--- config.mk ---
export PLATFORM = sky130hd
export DESIGN_NAME = bignum_digit_rotate_hash_top
export DESIGN_NICKNAME = d
export VERILOG_FILES = /design/src/rtl/core/bdrh_pkg.sv /design/src/rtl/core/bignum_digit_rotate_hash_top.sv
export SDC_FILE = /design/constraint.sdc
export NUM_CORES = 1
export LEC_CHECK = 0
export ABC_CLOCK_PERIOD_IN_PS = 18720
export BUFFER_PORTS_ARGS = -buffer_cell sky130_fd_sc_hd__buf_4
export CORE_UTILIZATION = 60
export CTS_CLUSTER_SIZE = 16
export DETAILED_ROUTE_END_ITERATION = 8
export GPL_TIMING_DRIVEN = 0
export PLACE_DENSITY = 0.89
export SYNTH_ARGS = -nofsm -noshare
export SYNTH_HDL_FRONTEND = slang
export SYNTH_SLANG_ARGS = --single-unit
--- constraint.sdc ---
create_clock -name aclk -period 18.72 [get_ports aclk]
set_clock_uncertainty 0.05 [all_clocks]
set_input_delay 2.808 -clock aclk [delete_from_list [all_inputs] [get_ports aclk]]
set_output_delay 2.808 -clock aclk [all_outputs]
set_load 0.005 [all_outputs]
--- src/rtl/core/bdrh_pkg.sv ---
// ----------------------------------------------------------------------------
// Digit rotate hash package
// Port widths and default parameter values shared by the hash core.
// ----------------------------------------------------------------------------
package bdrh_pkg;

    localparam int LIMB_PORT_W = 64;
    localparam int COUNT_W     = 11;
    localparam int HASH_W      = 64;

    localparam int DIGIT_BITS_DEF = 30;
    localparam int LIMB_BITS_DEF  = 64;
    localparam int MAX_LIMBS_DEF  = 1024;

endpackage

--- src/rtl/core/bignum_digit_rotate_hash_top.sv ---
// ----------------------------------------------------------------------------
// Big number digit rotate hash
// Folds the limbs of an unsigned big number into a 64-bit rotate-add hash.
// ----------------------------------------------------------------------------
// The block takes one limb per clock, most significant limb first, and
// sustains one transaction per cycle on the input channel while the result
// register can take each finished hash. A limb is held in an input register.
// From that register every whole digit it completes is folded into the
// running hash, and the result register, which drives m_hash, captures the
// hash on the limb marked last. The per-cycle work is a chain of at most
// (DIGIT_BITS - 1 + LIMB_BITS) / DIGIT_BITS rotate-add steps, which is three
// at the default digit width. The padding of the top digit is taken from two
// small constant tables when the first limb is accepted. A first limb with a
// count of zero gives a hash of zero.
module bignum_digit_rotate_hash_top #(
    parameter int DIGIT_BITS = bdrh_pkg::DIGIT_BITS_DEF,
    parameter int LIMB_BITS  = bdrh_pkg::LIMB_BITS_DEF,
    parameter int MAX_LIMBS  = bdrh_pkg::MAX_LIMBS_DEF
) (
    input  logic                                   aclk,
    input  logic                                   aresetn,
    input  logic                                   s_valid,
    output logic                                   s_ready,
    input  logic [bdrh_pkg::LIMB_PORT_W-1:0]       s_limb,
    input  logic [bdrh_pkg::COUNT_W-1:0]           s_limb_count,
    input  logic                                   s_first,
    input  logic                                   s_last,
    output logic                                   m_valid,
    input  logic                                   m_ready,
    output logic signed [bdrh_pkg::HASH_W-1:0]     m_hash
);
    import bdrh_pkg::*;

    localparam int OW    = $clog2(DIGIT_BITS);
    localparam int CW    = DIGIT_BITS - 1;
    localparam int WMAX  = CW + LIMB_BITS;
    localparam int TW    = $clog2(WMAX + 1);
    localparam int NSTEP = WMAX / DIGIT_BITS;
    localparam int LO_W  = 6;
    localparam int HI_W  = COUNT_W - LO_W;

    localparam logic [COUNT_W-1:0] CNT_MAX =
        (MAX_LIMBS > (2 ** COUNT_W) - 1) ? {COUNT_W{1'b1}} : COUNT_W'(MAX_LIMBS);

    logic [OW-1:0] tab_hi [2**HI_W];
    logic [OW-1:0] tab_lo [2**LO_W];

    for (genvar gi = 0; gi < 2 ** HI_W; gi++) begin : g_tab_hi
        localparam logic [OW-1:0] HV = OW'((gi * (2 ** LO_W) * LIMB_BITS) % DIGIT_BITS);
        assign tab_hi[gi] = HV;
    end

    for (genvar gj = 0; gj < 2 ** LO_W; gj++) begin : g_tab_lo
        localparam logic [OW-1:0] LV = OW'((gj * LIMB_BITS) % DIGIT_BITS);
        assign tab_lo[gj] = LV;
    end

    // Input stage.
    logic                 s1_valid_reg, s1_valid_next;
    logic [LIMB_BITS-1:0] s1_limb_reg,  s1_limb_next;
    logic [OW-1:0]        s1_pad_reg,   s1_pad_next;
    logic                 s1_first_reg, s1_first_next;
    logic                 s1_last_reg,  s1_last_next;
    logic                 s1_zero_reg,  s1_zero_next;

    // Hash state.
    logic [HASH_W-1:0]    acc_reg,   acc_next;
    logic [CW-1:0]        carry_reg, carry_next;
    logic [OW-1:0]        off_reg,   off_next;
    logic                 busy_reg,  busy_next;

    // Result register.
    logic                 m_valid_reg, m_valid_next;
    logic [HASH_W-1:0]    m_hash_reg,  m_hash_next;

    logic [COUNT_W-1:0]   cnt_clamp;
    logic [OW:0]          pad_sum;
    logic [OW:0]          pad_mod;

    logic [OW-1:0]        r_in;
    logic [WMAX-1:0]      word;
    logic [WMAX-1:0]      aligned;
    logic [TW-1:0]        total;
    logic [TW-1:0]        rem;
    logic [HASH_W-1:0]    acc_fold;
    logic [CW-1:0]        carry_fold;

    logic                 produces;
    logic                 out_free;
    logic                 adv;

    always_comb begin
        cnt_clamp = (s_limb_count > CNT_MAX) ? CNT_MAX : s_limb_count;
        pad_sum   = {1'b0, tab_hi[cnt_clamp[COUNT_W-1:LO_W]]}
                  + {1'b0, tab_lo[cnt_clamp[LO_W-1:0]]};
        pad_mod   = (pad_sum >= (OW+1)'(DIGIT_BITS)) ?
                    pad_sum - (OW+1)'(DIGIT_BITS) : pad_sum;
    end

    always_comb begin
        r_in    = s1_first_reg ? s1_pad_reg : off_reg;
        word    = {(s1_first_reg ? {CW{1'b0}} : carry_reg), s1_limb_reg};
        total   = TW'(r_in) + TW'(LIMB_BITS);
        aligned = word << (OW'(DIGIT_BITS - 1) - r_in);
        acc_fold = s1_first_reg ? {HASH_W{1'b0}} : acc_reg;
        rem      = total;
        for (int k = 0; k < NSTEP; k++) begin
            if (TW'((k + 1) * DIGIT_BITS) <= total) begin
                acc_fold = {acc_fold[HASH_W-1-DIGIT_BITS:0],
                            acc_fold[HASH_W-1:HASH_W-DIGIT_BITS]}
                         + HASH_W'(aligned[WMAX-1-k*DIGIT_BITS -: DIGIT_BITS]);
                rem = rem - TW'(DIGIT_BITS);
            end
        end
        for (int i = 0; i < CW; i++) begin
            carry_fold[i] = word[i] & (TW'(i) < rem);
        end
    end

    always_comb begin
        produces = s1_first_reg ? (s1_zero_reg | s1_last_reg) : (busy_reg & s1_last_reg);
        out_free = ~m_valid_reg | m_ready;
        adv      = s1_valid_reg & (~produces | out_free);
        s_ready  = ~s1_valid_reg | adv;

        s1_valid_next = s1_valid_reg;
        s1_limb_next  = s1_limb_reg;
        s1_pad_next   = s1_pad_reg;
        s1_first_next = s1_first_reg;
        s1_last_next  = s1_last_reg;
        s1_zero_next  = s1_zero_reg;
        if (s_ready) begin
            s1_valid_next = s_valid;
            s1_limb_next  = s_limb[LIMB_BITS-1:0];
            s1_pad_next   = (pad_mod == '0) ? '0 : OW'(DIGIT_BITS) - pad_mod[OW-1:0];
            s1_first_next = s_first;
            s1_last_next  = s_last;
            s1_zero_next  = (s_limb_count == '0);
        end

        acc_next     = acc_reg;
        carry_next   = carry_reg;
        off_next     = off_reg;
        busy_next    = busy_reg;
        m_valid_next = m_valid_reg & ~m_ready;
        m_hash_next  = m_hash_reg;
        if (adv) begin
            if (s1_first_reg && s1_zero_reg) begin
                acc_next     = '0;
                carry_next   = '0;
                off_next     = '0;
                busy_next    = 1'b0;
                m_valid_next = 1'b1;
                m_hash_next  = '0;
            end else if (s1_first_reg || busy_reg) begin
                acc_next = acc_fold;
                if (s1_last_reg) begin
                    carry_next   = '0;
                    off_next     = '0;
                    busy_next    = 1'b0;
                    m_valid_next = 1'b1;
                    m_hash_next  = acc_fold;
                end else begin
                    carry_next = carry_fold;
                    off_next   = OW'(rem);
                    busy_next  = 1'b1;
                end
            end
        end
    end

    always_ff @(posedge aclk) begin
        if (!aresetn) begin
            s1_valid_reg <= 1'b0;
            acc_reg      <= '0;
            carry_reg    <= '0;
            off_reg      <= '0;
            busy_reg     <= 1'b0;
            m_valid_reg  <= 1'b0;
        end else begin
            s1_valid_reg <= s1_valid_next;
            acc_reg      <= acc_next;
            carry_reg    <= carry_next;
            off_reg      <= off_next;
            busy_reg     <= busy_next;
            m_valid_reg  <= m_valid_next;
        end
        s1_limb_reg  <= s1_limb_next;
        s1_pad_reg   <= s1_pad_next;
        s1_first_reg <= s1_first_next;
        s1_last_reg  <= s1_last_next;
        s1_zero_reg  <= s1_zero_next;
        m_hash_reg   <= m_hash_next;
    end

    assign m_valid = m_valid_reg;
    assign m_hash  = $signed(m_hash_reg);

endmodule

==> flow_summary.yaml <==
setup_path:
  crit_start: "s1_first_reg"
  worstPathRequired_ns: 18.99
  crit_path_start_kind: "flip-flop"
  worstPathMaxFanout: 12
  cp_top_family: "compound AO/OA/AOI/OAI gates"
  cpPeakStageDelay_ns: 1.12
  critPathArrivalTime_ns: 17.93
  regToRegStartpoint: "s1_first_reg"
  critPathBufInv: 10
  crit_path_end_kind: "flip-flop"
  crit_type: "reg -> reg"
  cp_common_cell: "clkbuf_1"
  cpMaxStageDelayCell: "a22oi_1"
routing:
  wl_met1_um: 36900
  vias: 25300
  drc: 0
  routed_wl_um: 101000
  routed-wl-met3_um: 13700
  wl_per_cell_um: 27.8
  ant_nets: 0
  firstDrtPassIters: 7
  wl_met2_um: 41700
  via_per_inst: 7.00
  top_layer: "met5"
  drt-initial-drc-count: 3658
clock_network:
  clock_latency_ns: 0.59
  cts_root_buf: "clkbuf_16"
  cts_hold_buf: 0
  cts_tree: "yes"
  clk_pin_slew_ns: 0.07
  postCtsSetupBuffers: 0
  cts_buffers: 26
  cts.repair.resized: 0
  cts_sinks: 236
  htreeDepth: 1
  cts_buffer_depth: 3
floorplan:
  io_pins: 147
  start_util: 0.607
  die_w_um: 200
  num_rows: 72
  die_area_um2: 39800
  die_h_um: 200
  core_um2: 38600
sta:
  period_needed_ns: 17.66
  drv_slew: 0
  setup_violations: 0
  setup-tns-final_ns: 0
  slew_headroom: 0.0331
  period_share: 0.943
  hold_viol_final: 0
  fmax_mhz: 56.6
  rsz0062_at_grt: "false"
  tightest_slew_ns: 1.45
synth:
  synth_compound_area_frac: 0.201
  netlist.area_leader.share: 0.173
  synth_edf_count: 135
  yosys.area_share.simple: 0.239
  synth_xor_xnor_area_share: 0.0606
  synth_mux_area_frac: 0.139
  synth_seq_cells: 236
  ys_seq_area_frac: 0.259
  synthDistinctLibCells: 106
  synth_adder_area_share: 0.0632
  synth_top_family_by_area: "simple AND/OR/NAND/NOR gates"
  synthTopCellsByArea: "edfxtp_1 (17%), mux2i_1 (12%), dfxtp_1 (8.6%), nand2_1 (7.5%), ha_1 (6.0%)"
  synth_cells: 2903
  syn-num-nets: 3100
  synth.avg_cell_area_um2: 8.07
  synth_flop_cell: "edfxtp_1"
  ys_warn_count: 0
  syn-cell-area_um2: 23400
  async_flop_share: 0
  yosysTopAreaCell: "edfxtp_1"
power:
  p_comb_frac: 0.714
  power_frac_seq: 0.163
  swShare: 0.565
  power_switching_uw: 2310
  power_density_nw_per_um2: 157
  ir_worst_vdd_uv: 92.3
  internal_power_uw: 1780
  total_leakage_power_uw: 0.0108
  clockPowerShare: 0.123
place:
  portBuffers: 145
  post-dp-hpwl_um: 80900
  place.gp.congestion: 1.16
cells_and_area:
  final_common_cell: "nand2_1"
  utilization: 0.675
  fillers: 3221
  drive_gt1_frac: 0.0936
  area_delta_synth_final_pct: 11.1
  nets: 3275
  layout_common_cells: "nand2_1 (464), mux2i_1 (290), nor2_1 (218)"
global_routing:
  grt_start_max_net_pins: 48
  overflow: 0
  antenna_found_initial: 2
  grt_pass1_wl_um: 145000
  track_usage: 0.493
  grt_pass1_vias: 23200
run_status:
  outcome: "completed"
flow_run:
  drv_cap: 0
hold_path:
  worstHoldStart: "carry_reg[28]"
  hold_path_class: "reg -> reg"
[cell families (layout without fill, tap and decap cells)]
logic type,after synthesis,count (layout)
and+or+nand+nor,1165,1165
AOI/OAI and AO/OA,688,688
muxes,311,311
DFF,236,236
buffers and inverters,225,420
xor gates and xnor gates,162,162
adders and majority gates,116,116
other,0,2
[worst min-delay path, cell delays in order, from the launching register on]
cell and delay (ns):
dfxtp_1 0.32, nand2_1 0.05, nand2_1 0.04
[layer usage]
layer | global-route usage | vias to the layer above
met5 | 0 | -
li1 | - | 10900
met2 | 0.731 | 2058
met3 | 0.142 | 476
met4 | 0.338 | 2
met1 | 0.616 | 11900
[worst paths after layout]
kind                         to  slack [ns]  cells past startpoint
setup reg to reg     m_hash[49]        1.06                     48
setup / recovery     m_hash[49]        1.06                     48
hold / removal    carry_reg[28]        0.40                      2
hold reg to reg   carry_reg[28]        0.40                      2
[metrics by stage]
step	std cells	total power (uW)	worst slack, ns	hold slack (ns)	cell area [um2]
2_1_floorplan	2903	2480	6.89	0.365	23400
3_3_place_gp	3566	3370	2.57	0.380	25200
3_5_place_dp	3568	3400	2.56	0.386	25200
4_1_cts	3616	3910	2.48	0.394	26000
5_1_grt	3616	4200	0.794	0.425	26000
6_report	3618	4090	1.06	0.399	26000
[synthesized netlist by cell type (all sizes together), types with 39 or more instances]
| library cell | n |
|---|---|
| nand4 | 50 |
| dfxtp | 101 |
| nor2 | 220 |
| nand3 | 87 |
| o211ai | 39 |
| buf | 50 |
| o21ai | 148 |
| xnor2 | 105 |
| nor2b | 66 |
| and2 | 44 |
| edfxtp | 135 |
| clkbuf | 127 |
| nand2b | 41 |
| a21boi | 53 |
| a211oi | 43 |
| mux2i | 290 |
| nand2 | 465 |
| xor2 | 57 |
| a21oi | 183 |
| nor3 | 62 |
| inv | 47 |
| ha | 112 |
[area by class of cell]
type / count / area, um2 / share of cell area
tap: 518 / 648 / 0.0249
sequential: 236 / 6080 / 0.234
multi-input combinational: 2442 / 16500 / 0.633
antenna: 2 / 5.00 / 0.000192
timing repair buffer: 147 / 1130 / 0.0434
clock buffer: 33 / 677 / 0.0260
clock inverter: 15 / 126 / 0.00486
inverter: 48 / 180 / 0.00693
buffer: 177 / 703 / 0.0270
[power groups by stage]
stage	clock [uW]	combinational, uW	sequential (uW)
2_1_floorplan	0	1810	662
3_3_place_gp	0	2690	674
3_5_place_dp	0	2720	676
4_1_cts	501	2740	666
5_1_grt	516	3010	672
6_report	503	2920	669
Power figures use the tool's default switching activity.
